File: config.mk
export PLATFORM = sky130hd
export DESIGN_NAME = sorted_list_insert_delete_core
export DESIGN_NICKNAME = d
export VERILOG_FILES = /design/src/rtl/slid_pkg.sv /design/src/rtl/sorted_list_insert_delete_core.sv /design/src/rtl/slid_mem.sv /design/src/rtl/slid_cmp.sv
export SDC_FILE = /design/constraint.sdc
export NUM_CORES = 1
export LEC_CHECK = 0
export CAP_MARGIN = 20
export CORE_UTILIZATION = 50
export CTS_BUF_LIST = sky130_fd_sc_hd__clkbuf_4
export CTS_CLUSTER_DIAMETER = 40
export DETAILED_ROUTE_END_ITERATION = 12
export DONT_BUFFER_PORTS = 1
export HOLD_SLACK_MARGIN = 0.02
export PLACE_DENSITY = 0.64
export SYNTH_ARGS = -nofsm -noshare
export SYNTH_HDL_FRONTEND = slang
export SYNTH_SLANG_ARGS = --single-unit
File: constraint.sdc
create_clock -name i_clk -period 11.74 [get_ports i_clk]
set_input_delay 0.587 -clock i_clk [delete_from_list [all_inputs] [get_ports i_clk]]
set_output_delay 0.587 -clock i_clk [all_outputs]
set_load 0.01 [all_outputs]
File: src/rtl/slid_pkg.sv
package slid_pkg;

    localparam int LIST_DEPTH = 16;
    localparam int IDX_W      = (LIST_DEPTH > 1) ? $clog2(LIST_DEPTH) : 1;
    localparam int CNT_W      = $clog2(LIST_DEPTH + 1);
    localparam int WORD_W     = 32;
    localparam int POS_W      = 4;
    localparam int STAT_W     = 2;

    typedef logic signed [WORD_W-1:0] t_word;
    typedef logic [IDX_W-1:0]         t_idx;
    typedef logic [CNT_W-1:0]         t_cnt;

    typedef enum logic [STAT_W-1:0] {
        STAT_OK        = 2'd0,
        STAT_EMPTY     = 2'd1,
        STAT_NOT_FOUND = 2'd2,
        STAT_FULL      = 2'd3
    } t_status;

    typedef enum logic {
        OP_INSERT = 1'b0,
        OP_DELETE = 1'b1
    } t_op;

    // Result of the shared comparator: entry against operand.
    typedef struct packed {
        logic lt;
        logic eq;
    } t_cmp;

endpackage

File: src/rtl/sorted_list_insert_delete_core.sv
// An insert scans entries, moves entries up from the top, writes the value and emits the list;
// a delete likewise scans, then moves entries down and emits the list. o_stall holds off a new
// request until the last result is loaded; one storage read port paces search and shift, and
// emission streams one element a cycle while the result channel is not stalled.
// Reset (synchronous, active low) empties the list and clears control; storage is not cleared.
module sorted_list_insert_delete_core
    import slid_pkg::*;
(
    input  logic                     i_clk,
    input  logic                     i_rst_n,
    // input channel
    input  logic                     i_valid,
    output logic                     o_stall,
    input  logic                     i_operation,
    input  logic signed [WORD_W-1:0] i_value,
    // result channel
    output logic                     o_valid,
    input  logic                     i_stall,
    output logic [STAT_W-1:0]        o_status,
    output logic signed [WORD_W-1:0] o_element,
    output logic [POS_W-1:0]         o_position,
    output logic                     o_list_empty,
    output logic                     o_last
);

    // Sequencer states, one-hot.
    typedef enum logic [5:0] {
        S_IDLE   = 6'b000001,
        S_SR_RD  = 6'b000010,   // issue search read
        S_SR_CMP = 6'b000100,   // compare fetched entry
        S_SH_RD  = 6'b001000,   // issue shift read or finish
        S_SH_WR  = 6'b010000,   // write moved entry
        S_EMIT   = 6'b100000    // stream list out
    } t_state;

    t_state  r_state, n_state;
    t_op     r_op, n_op;
    t_word   r_val, n_val;
    t_cnt    r_count, n_count;
    t_cnt    r_ptr, n_ptr;      // search / shift destination / emit read index
    t_cnt    r_pos, n_pos;      // insert slot
    t_cnt    r_eptr, n_eptr;    // index of next element loaded to output
    logic    r_pend, n_pend;    // emit read in flight, data in storage read register
    t_status r_status, n_status;

    logic    r_o_valid, n_o_valid;
    t_status r_o_status, n_o_status;
    t_word   r_o_element, n_o_element;
    t_cnt    r_o_pos, n_o_pos;
    logic    r_o_empty, n_o_empty;
    logic    r_o_last, n_o_last;

    // storage port controls
    logic    mem_wr_en;
    t_idx    mem_wr_addr;
    t_word   mem_wr_data;
    logic    mem_rd_en;
    t_idx    mem_rd_addr;
    t_word   mem_rd_data;
    t_cmp    cmp;

    logic    out_free;
    logic    emit_load;
    logic    emit_issue;
    logic    emit_last;
    t_cnt    ptr_inc;
    t_cnt    ptr_dec;

    slid_mem u_mem (
        .i_clk     (i_clk),
        .i_wr_en   (mem_wr_en),
        .i_wr_addr (mem_wr_addr),
        .i_wr_data (mem_wr_data),
        .i_rd_en   (mem_rd_en),
        .i_rd_addr (mem_rd_addr),
        .o_rd_data (mem_rd_data)
    );

    // One comparator serves both the insert walk and the delete match.
    slid_cmp u_cmp (
        .i_entry   (mem_rd_data),
        .i_operand (r_val),
        .o_cmp     (cmp)
    );

    assign o_stall  = (r_state != S_IDLE);
    assign out_free = !r_o_valid || !i_stall;
    assign ptr_inc  = r_ptr + 1'b1;
    assign ptr_dec  = r_ptr - 1'b1;

    // Emit pipeline: a read is registered in the storage read register,
    // then moves into the output register once that register is free.
    assign emit_load  = (r_state == S_EMIT) && r_pend && out_free;
    assign emit_issue = (r_state == S_EMIT) && (r_count != '0) && (r_ptr != r_count)
                        && (!r_pend || emit_load);
    assign emit_last  = (t_cnt'(r_eptr + 1'b1) == r_count);

    always_comb begin
        n_state     = r_state;
        n_op        = r_op;
        n_val       = r_val;
        n_count     = r_count;
        n_ptr       = r_ptr;
        n_pos       = r_pos;
        n_eptr      = r_eptr;
        n_pend      = r_pend;
        n_status    = r_status;
        n_o_valid   = r_o_valid && i_stall;
        n_o_status  = r_o_status;
        n_o_element = r_o_element;
        n_o_pos     = r_o_pos;
        n_o_empty   = r_o_empty;
        n_o_last    = r_o_last;

        mem_wr_en   = 1'b0;
        mem_wr_addr = r_ptr[IDX_W-1:0];
        mem_wr_data = r_val;
        mem_rd_en   = 1'b0;
        mem_rd_addr = r_ptr[IDX_W-1:0];

        unique case (r_state)
            S_IDLE: begin
                if (i_valid) begin
                    n_op   = t_op'(i_operation);
                    n_val  = i_value;
                    n_ptr  = '0;
                    n_eptr = '0;
                    n_pend = 1'b0;
                    if (t_op'(i_operation) == OP_INSERT && r_count == t_cnt'(LIST_DEPTH)) begin
                        // refuse insert into a full list
                        n_status = STAT_FULL;
                        n_state  = S_EMIT;
                    end else if (t_op'(i_operation) == OP_DELETE && r_count == '0) begin
                        n_status = STAT_EMPTY;
                        n_state  = S_EMIT;
                    end else begin
                        n_state = S_SR_RD;
                    end
                end
            end

            S_SR_RD: begin
                if (r_ptr == r_count) begin
                    // walked off the end
                    if (r_op == OP_INSERT) begin
                        n_pos   = r_ptr;
                        n_state = S_SH_RD;
                    end else begin
                        n_status = STAT_NOT_FOUND;
                        n_ptr    = '0;
                        n_state  = S_EMIT;
                    end
                end else begin
                    mem_rd_en   = 1'b1;
                    mem_rd_addr = r_ptr[IDX_W-1:0];
                    n_state     = S_SR_CMP;
                end
            end

            S_SR_CMP: begin
                if (r_op == OP_INSERT) begin
                    if (cmp.lt) begin
                        n_ptr   = ptr_inc;
                        n_state = S_SR_RD;
                    end else begin
                        // slot found; move entries up starting from the top
                        n_pos   = r_ptr;
                        n_ptr   = r_count;
                        n_state = S_SH_RD;
                    end
                end else begin
                    if (cmp.eq) begin
                        n_state = S_SH_RD;
                    end else begin
                        n_ptr   = ptr_inc;
                        n_state = S_SR_RD;
                    end
                end
            end

            S_SH_RD: begin
                if (r_op == OP_INSERT) begin
                    if (r_ptr == r_pos) begin
                        mem_wr_en   = 1'b1;
                        mem_wr_addr = r_pos[IDX_W-1:0];
                        mem_wr_data = r_val;
                        n_count     = r_count + 1'b1;
                        n_status    = STAT_OK;
                        n_ptr       = '0;
                        n_state     = S_EMIT;
                    end else begin
                        mem_rd_en   = 1'b1;
                        mem_rd_addr = ptr_dec[IDX_W-1:0];
                        n_state     = S_SH_WR;
                    end
                end else begin
                    if (ptr_inc >= r_count) begin
                        n_count  = r_count - 1'b1;
                        n_status = STAT_OK;
                        n_ptr    = '0;
                        n_state  = S_EMIT;
                    end else begin
                        mem_rd_en   = 1'b1;
                        mem_rd_addr = ptr_inc[IDX_W-1:0];
                        n_state     = S_SH_WR;
                    end
                end
            end

            S_SH_WR: begin
                mem_wr_en   = 1'b1;
                mem_wr_addr = r_ptr[IDX_W-1:0];
                mem_wr_data = mem_rd_data;
                n_ptr       = (r_op == OP_INSERT) ? ptr_dec : ptr_inc;
                n_state     = S_SH_RD;
            end

            S_EMIT: begin
                if (r_count == '0) begin
                    // one result flagged empty
                    if (out_free) begin
                        n_o_valid   = 1'b1;
                        n_o_status  = r_status;
                        n_o_element = '0;
                        n_o_pos     = '0;
                        n_o_empty   = 1'b1;
                        n_o_last    = 1'b1;
                        n_state     = S_IDLE;
                    end
                end else begin
                    if (emit_issue) begin
                        mem_rd_en   = 1'b1;
                        mem_rd_addr = r_ptr[IDX_W-1:0];
                        n_ptr       = ptr_inc;
                    end
                    if (emit_load) begin
                        n_o_valid   = 1'b1;
                        n_o_status  = r_status;
                        n_o_element = mem_rd_data;
                        n_o_pos     = r_eptr;
                        n_o_empty   = 1'b0;
                        n_o_last    = emit_last;
                        n_eptr      = t_cnt'(r_eptr + 1'b1);
                        if (emit_last) begin
                            n_state = S_IDLE;
                        end
                    end
                    n_pend = emit_issue || (r_pend && !emit_load);
                end
            end

            default: begin
                n_state = S_IDLE;
            end
        endcase
    end

    always_ff @(posedge i_clk) begin
        if (!i_rst_n) begin
            r_state   <= S_IDLE;
            r_count   <= '0;
            r_pend    <= 1'b0;
            r_o_valid <= 1'b0;
        end else begin
            r_state   <= n_state;
            r_count   <= n_count;
            r_pend    <= n_pend;
            r_o_valid <= n_o_valid;
        end
    end

    // Datapath registers: no reset needed.
    always_ff @(posedge i_clk) begin
        r_op        <= n_op;
        r_val       <= n_val;
        r_ptr       <= n_ptr;
        r_pos       <= n_pos;
        r_eptr      <= n_eptr;
        r_status    <= n_status;
        r_o_status  <= n_o_status;
        r_o_element <= n_o_element;
        r_o_pos     <= n_o_pos;
        r_o_empty   <= n_o_empty;
        r_o_last    <= n_o_last;
    end

    assign o_valid      = r_o_valid;
    assign o_status     = r_o_status;
    assign o_element    = r_o_element;
    assign o_position   = POS_W'(r_o_pos);
    assign o_list_empty = r_o_empty;
    assign o_last       = r_o_last;

    // The list never grows past its depth.
    a_count_bound: assert property (@(posedge i_clk) disable iff (!i_rst_n)
        r_count <= t_cnt'(LIST_DEPTH))
        else $error("entry count exceeds list depth");

    // An emit read is only ever in flight while streaming.
    a_pend_in_emit: assert property (@(posedge i_clk) disable iff (!i_rst_n)
        r_pend |-> (r_state == S_EMIT))
        else $error("emit read pending outside emit");

    // A completed insert adds exactly one entry.
    a_insert_grows: assert property (@(posedge i_clk) disable iff (!i_rst_n)
        (r_state == S_SH_RD && r_op == OP_INSERT && r_ptr == r_pos)
        |=> (r_count == $past(r_count) + 1'b1))
        else $error("insert did not grow the list by one");

    // The search index never passes the fill level.
    a_search_bound: assert property (@(posedge i_clk) disable iff (!i_rst_n)
        (r_state == S_SR_RD || r_state == S_SR_CMP) |-> (r_ptr <= r_count))
        else $error("search index beyond list fill");

    // Every result loaded while streaming the list carries a position inside it.
    a_emit_position: assert property (@(posedge i_clk) disable iff (!i_rst_n)
        emit_load |-> (r_eptr < r_count))
        else $error("emitted position beyond list fill");

endmodule

File: src/rtl/slid_mem.sv
module slid_mem
    import slid_pkg::*;
(
    input  logic  i_clk,
    input  logic  i_wr_en,
    input  t_idx  i_wr_addr,
    input  t_word i_wr_data,
    input  logic  i_rd_en,
    input  t_idx  i_rd_addr,
    output t_word o_rd_data
);

    t_word r_mem [LIST_DEPTH];
    t_word r_rd_data;

    always_ff @(posedge i_clk) begin
        if (i_wr_en) begin
            r_mem[i_wr_addr] <= i_wr_data;
        end
    end

    // Hold read data until the next read.
    always_ff @(posedge i_clk) begin
        if (i_rd_en) begin
            r_rd_data <= r_mem[i_rd_addr];
        end
    end

    assign o_rd_data = r_rd_data;

endmodule

File: src/rtl/slid_cmp.sv
module slid_cmp
    import slid_pkg::*;
(
    input  t_word i_entry,
    input  t_word i_operand,
    output t_cmp  o_cmp
);

    always_comb begin
        o_cmp.lt = (i_entry < i_operand);
        o_cmp.eq = (i_entry == i_operand);
    end

endmodule
# After elaboration in Yosys (flattened, before gate mapping)
# Memory sizes are Yosys's and may differ from the RTL's. A register that Yosys moved wholly into a read port is not among the register bits.
# Index checks and enable logic that the tools add are counted.
# W data, S select, Z words.
# word_totals
regBits	103
ram_bits	512
input_bits	37
out_inout_bits	42
memories	1
# mem_list
name	words	width	rd	rd_ports_with_merged_regs	write_ports	line	rtl
u_mem.r_mem	16	32	1	1	1	slid_mem.sv:13	t_word r_mem [LIST_DEPTH];
# classes
n_addsub	5
n_lt_le_gt_ge	2
eq_ne	31
mux	90
bitwise	1
reduce_logical	33
# ops
operator	n
$mux W32	4
$mux W5	21
$mux W6	13
$mux W4	12
$pmux W6 S6	1
$eq A32 B32 Y1	1
$lt A32 B32 Y1	1
$pmux W5 S6	1
$mux W2	11
$mux W1	21
$ne A2 B2 Y1 const B	10
$pmux W5 S2	2
$add A5 B1 Y5 const B	3
$eq A5 B5 Y1	3
$ne A3 B3 Y1 const B	5
$sub A5 B1 Y5 const B	2
$logic_and A1 B1 Y1	9
$reduce_and A3 Y1	3
$reduce_and A9 Y1	1
$reduce_and A4 Y1	2
$reduce_bool A2 Y1	4
$reduce_and A7 Y1	1
$eq A6 B1 Y1 const B	1
$eq A6 B2 Y1 const B	1
other kinds (22)	29

# Longest topological paths before layout
# logic_depth
depth_word	8
ltp_mapped	15
mapped_depth_nobuf	12

# By module
# Synthesis repeated with hierarchy kept, for this count alone.
# hier_totals
hier_cells	1338
area_unflattened_um2	26011.2
# modules_own_cells
mod	n_inst	cells_each	area_per_inst_um2	seq_area_each_um2
slid_mem	1	838	20155.6	16335.7
sorted_list_insert_delete_core	1	387	5034.8	2962.8
slid_cmp	1	113	820.8	0.0

# Worst setup path before layout
# No wires, ideal clock.
# synth_path
kind	register to register
startpoint	register r_count[1]
endpoint	register r_o_element[0], in the netlist o_element[0] (enable)
setup_ns	0.490
arrival_ns	4.302
setup_slack_ns	6.948
path_stages_with_launch	8
path_buffers	3
synth_period_minus_slack_ns	4.792
cell_sequence	dfxtp_1 clkbuf_1 nor4_1 and2_1 clkbuf_1 clkbuf_1 nor2_1 nor3_1
# synth_via
elab_chain_len	3
# synth_lines
element	line	rtl
start: declaration	sorted_list_insert_delete_core.sv:39	t_cnt r_count, n_count;
start signal: assignment	sorted_list_insert_delete_core.sv:266	r_count <= n_count;
$logic_not A5 Y1 *	sorted_list_insert_delete_core.sv:219	if (r_count == '0) begin
$ne A2 B2 Y1 (no source line) or $reduce_bool A2 Y1 (tied branches)	-	
$reduce_and A3 Y1 (no source line) *	-	
end signal: assignment	sorted_list_insert_delete_core.sv:281	r_o_element <= n_o_element;
end: declaration	sorted_list_insert_delete_core.sv:48	t_word r_o_element, n_o_element;
# Every way passes the cells marked *; elsewhere a longest branch is shown, timed or not.
# A chain may end at the register's enable or synchronous reset.

# Worst setup path in the final report
# layout_path
startpoint	register r_ptr[2]
endpoint	register u_mem.r_rd_data[2], in the netlist u_mem.o_rd_data[2], read port of u_mem.r_mem (data pin)
# layout_via
elab_chain_len	6
# layout_lines
element	line	rtl
start: declaration	sorted_list_insert_delete_core.sv:40	t_cnt r_ptr, n_ptr;
start signal: assignment	sorted_list_insert_delete_core.sv:276	r_ptr <= n_ptr;
branches (longest 6 deep; another with $add A5 B1 Y5)	-	
end: declaration	slid_mem.sv:14	t_word r_rd_data;
# Parallel ways; which one is timed is not known.

==> flow_summary.yaml <==
power_and_ir_drop:
  finalPower_mw: 6.30
  p_leak_nw: 9.84
  p_per_area_nw_per_um2: 214
  vdd_drop_max_v: 0.000170
critical_path:
  path_max_fanout: 123
  critPathCaptureType: "flop"
  r2r_cells: 11
  r2r_slack_ns: 6.54
  reg2reg_from: "r_ptr[2]"
  r2r_end: "u_mem.o_rd_data[2]"
  worst-setup-path-type: "flop to flop"
  crit_arrival_ns: 5.89
  cp.required_ns: 12.44
  worstSetupStartpointType: "flop"
synthesis:
  ys_warn_count: 0
  synth_edf_count: 634
  muxShareOfSynthArea_pct: 12.5
  synth_cell_types: 55
  synthAdderAreaFrac_pct: 2.15
  async_flop_share_pct: 0
  yosys.area_share.xor_xnor_pct: 1.01
  syn-cell-area_sq_um: 26000
  synthCells: 1356
  synth-simple-area-share_pct: 4.08
  ys_seq_area_share_pct: 74.4
  ys_seq_elements: 647
  synth_fp_nets: 1437
  synth_compound_area_share_pct: 4.18
  yosys_most_used_dff: "edfxtp_1"
  synth_top_family_by_area: "multiplexers"
  syn_avg_cell_area_sq_um: 19.1
timing:
  max_freq_ghz: 0.192
  drv_slew: 0
  fin_setup_tns_ns: 0
  slew_headroom_pct: 29.4
  worstMarginPinSlew_ns: 1.06
  rsz0062_at_grt: "no"
  layout_setup_ws_ns: 6.54
  hold_viol: 0
  fin_skew_ns: 0.0439
  min_period_ns: 5.20
  final-setup-viol-count: 0
  period_share_pct: 44.3
  hold_ws_ns: 0.229
routing:
  postRouteAntennaNets: 0
  drtPass1Iterations: 7
  drt_iter0_drc: 1263
  routed_wl_mm: 60.4
  num_vias: 13700
  post-route-drc-count: 0
  wl_per_cell_microns: 26.0
  vias_per_cell: 5.88
die:
  die_h_microns: 230
  core_sq_um: 51300
  die_area_sq_um: 52800
  row_count: 83
  die_w_microns: 230
  io_pins: 79
  start_util_pct: 50.6
placement:
  dpl.hpwl_mm: 29.5
  preCtsSetupSlack_ns: 6.53
  routabilityCongestion: 0.884
  port_buffers: 0
  dpl.cell_count: 2002
  place_area_sq_um: 26900
worst_hold_path:
  hp-class: "input port to flop"
  min_from: "i_value[29]"
  min_delay_path_depth: 1
  timing.hold.worst_endpoint: "r_val[29]"
grt:
  grt_max_degree: 129
  grt_first_pass_wirelength_mm: 89.7
  grt-ovfl-total: 0
  grt_pass1_vias: 14400
  antenna_found_initial: 1
  grt_util_all_layers_pct: 23.7
cells_and_area:
  final_core_util_pct: 57.3
  drive_above_1_share_pct: 28.8
  area_growth_pct: 13.3
  final_cell_count_no_fill: 2324
  layout.nets: 1611
  fillers: 3939
  final_area_sq_um: 29400
clock_tree:
  cts_root_buffer: "clkbuf_4"
  cts_tree: "yes"
  cts.sinks: 647
  clock_path_buffers: 3
  post_cts_buffers: 0
  clk_latency_ns: 0.98
  clk_pin_slew_ns: 0.07
  cts_buffers: 167
  h-tree-depth: 4
flow_run:
  max_cap_viol_count: 0
status:
  status: "finished, final reports clean"
## timing repair
item	4_1_cts	5_1_grt
resized for setup	0	0
hold buffers	38	0
endpoints found under the hold margin	52	0
## report_power, final
part	internal, mW	switching (mW)
registers	2.78	0.104
clock network	1.00	0.887
logic	0.640	0.881
## flip-flops by register name, indices dropped and copies added (netlist names), 4 cells and up
signal           cells
o_element           32
r_state              6
u_mem.o_rd_data     32
r_o_pos              4
u_mem.r_mem        512
r_pos                5
r_eptr               5
r_ptr                5
r_val               32
r_count              5
## worst max path at each step
stage	from	end	slack [ns]	cells after the start
final	r_ptr[2]	u_mem.o_rd_data[2]	6.54	11
after CTS	r_ptr[2]	u_mem.o_rd_data[2]	6.49	11
after floorplan	r_count[1]	o_element[0]	6.95	7
after global placement	r_ptr[1]	u_mem.o_rd_data[7]	6.65	12
after global routing	r_ptr[2]	u_mem.o_rd_data[13]	6.08	11
after detailed placement	r_ptr[2]	u_mem.o_rd_data[6]	6.53	11
## critical path: stages, from the launching register on
cell	delay, ns
edfxtp_1	0.97
nand2b_1	0.48
o21ai_0	0.41
ha_1	0.21
a211o_1	0.13
a311o_1	0.22
nand2b_2	0.14
xnor2_2	0.50
buf_12	0.78
mux4_2	0.60
a22oi_1	0.24
nand2_1	0.09
## area by class of cell
class	count	area, sq um	share of cell area (%)
multi-input combinational	598	6370	21.7
inverter	48	180	0.613
tap	680	851	2.89
clock buffer	241	1810	6.15
antenna	2	5.00	0.0170
timing repair buffer	68	643	2.19
sequential	647	19300	65.7
clock inverter	40	239	0.813
## layer usage
| metal | wire (microns) | global-route usage (%) | share of wire, % | vias to the layer above |
|---|---|---|---|---|
| met1 | 24800 | 30.6 | 41 | 7048 |
| met5 | 0 | 0 | 0 | - |
| li1 | - | - | - | 5931 |
| met2 | 30000 | 38.6 | 50 | 588 |
| met3 | 4300 | 6.35 | 7.1 | 100 |
| met4 | 1350 | 9.21 | 2.2 | 0 |
## cells in the mapped netlist (7+ instances only)
cell      instances  area share, %
a21oi_1          24           0.46
edfxtp_1        634             73
nor3_1           15           0.29
nand4_1          10           0.24
inv_1            48           0.69
xnor2_1          18           0.61
ha_1             43            2.1
buf_2            15           0.29
nand3b_1          8           0.23
nor2b_1          38           0.92
nand2_1          61           0.88
dfxtp_1          13            1.0
clkbuf_1         34           0.49
mux4_2          128             11
o21ai_0          14           0.27
a22oi_1          67            1.9
and2_1            8           0.19
xor2_1           12           0.40
mux2_2           31            1.3
nor2_1           36           0.52
buf_1            13           0.19
a31oi_1           9           0.22
nand3_1          14           0.27
a21o_1            7           0.20
## placed cells by master (no fill, tap or decap), drive strengths merged, types with 31 or more instances in the layout
cell type and n:
a22oi 67, clkbuf 241, clkinv 31, dlygate4sd3 38, edfxtp 634, ha 43
inv 53, mux2 31, mux4 128, nand2 61, nor2 36, nor2b 38
## cells by family (layout without fill, tap and decap cells)
logic type | Yosys count | after routing
buffers and inverters | 111 | 397
other | 0 | 2
DFF | 647 | 647
AOI/OAI and AO/OA | 155 | 155
muxes | 161 | 161
xor gates and xnor gates | 30 | 30
adders and majority gates | 44 | 44
and+or+nand+nor | 208 | 208
(Power assumes the default switching activity.)
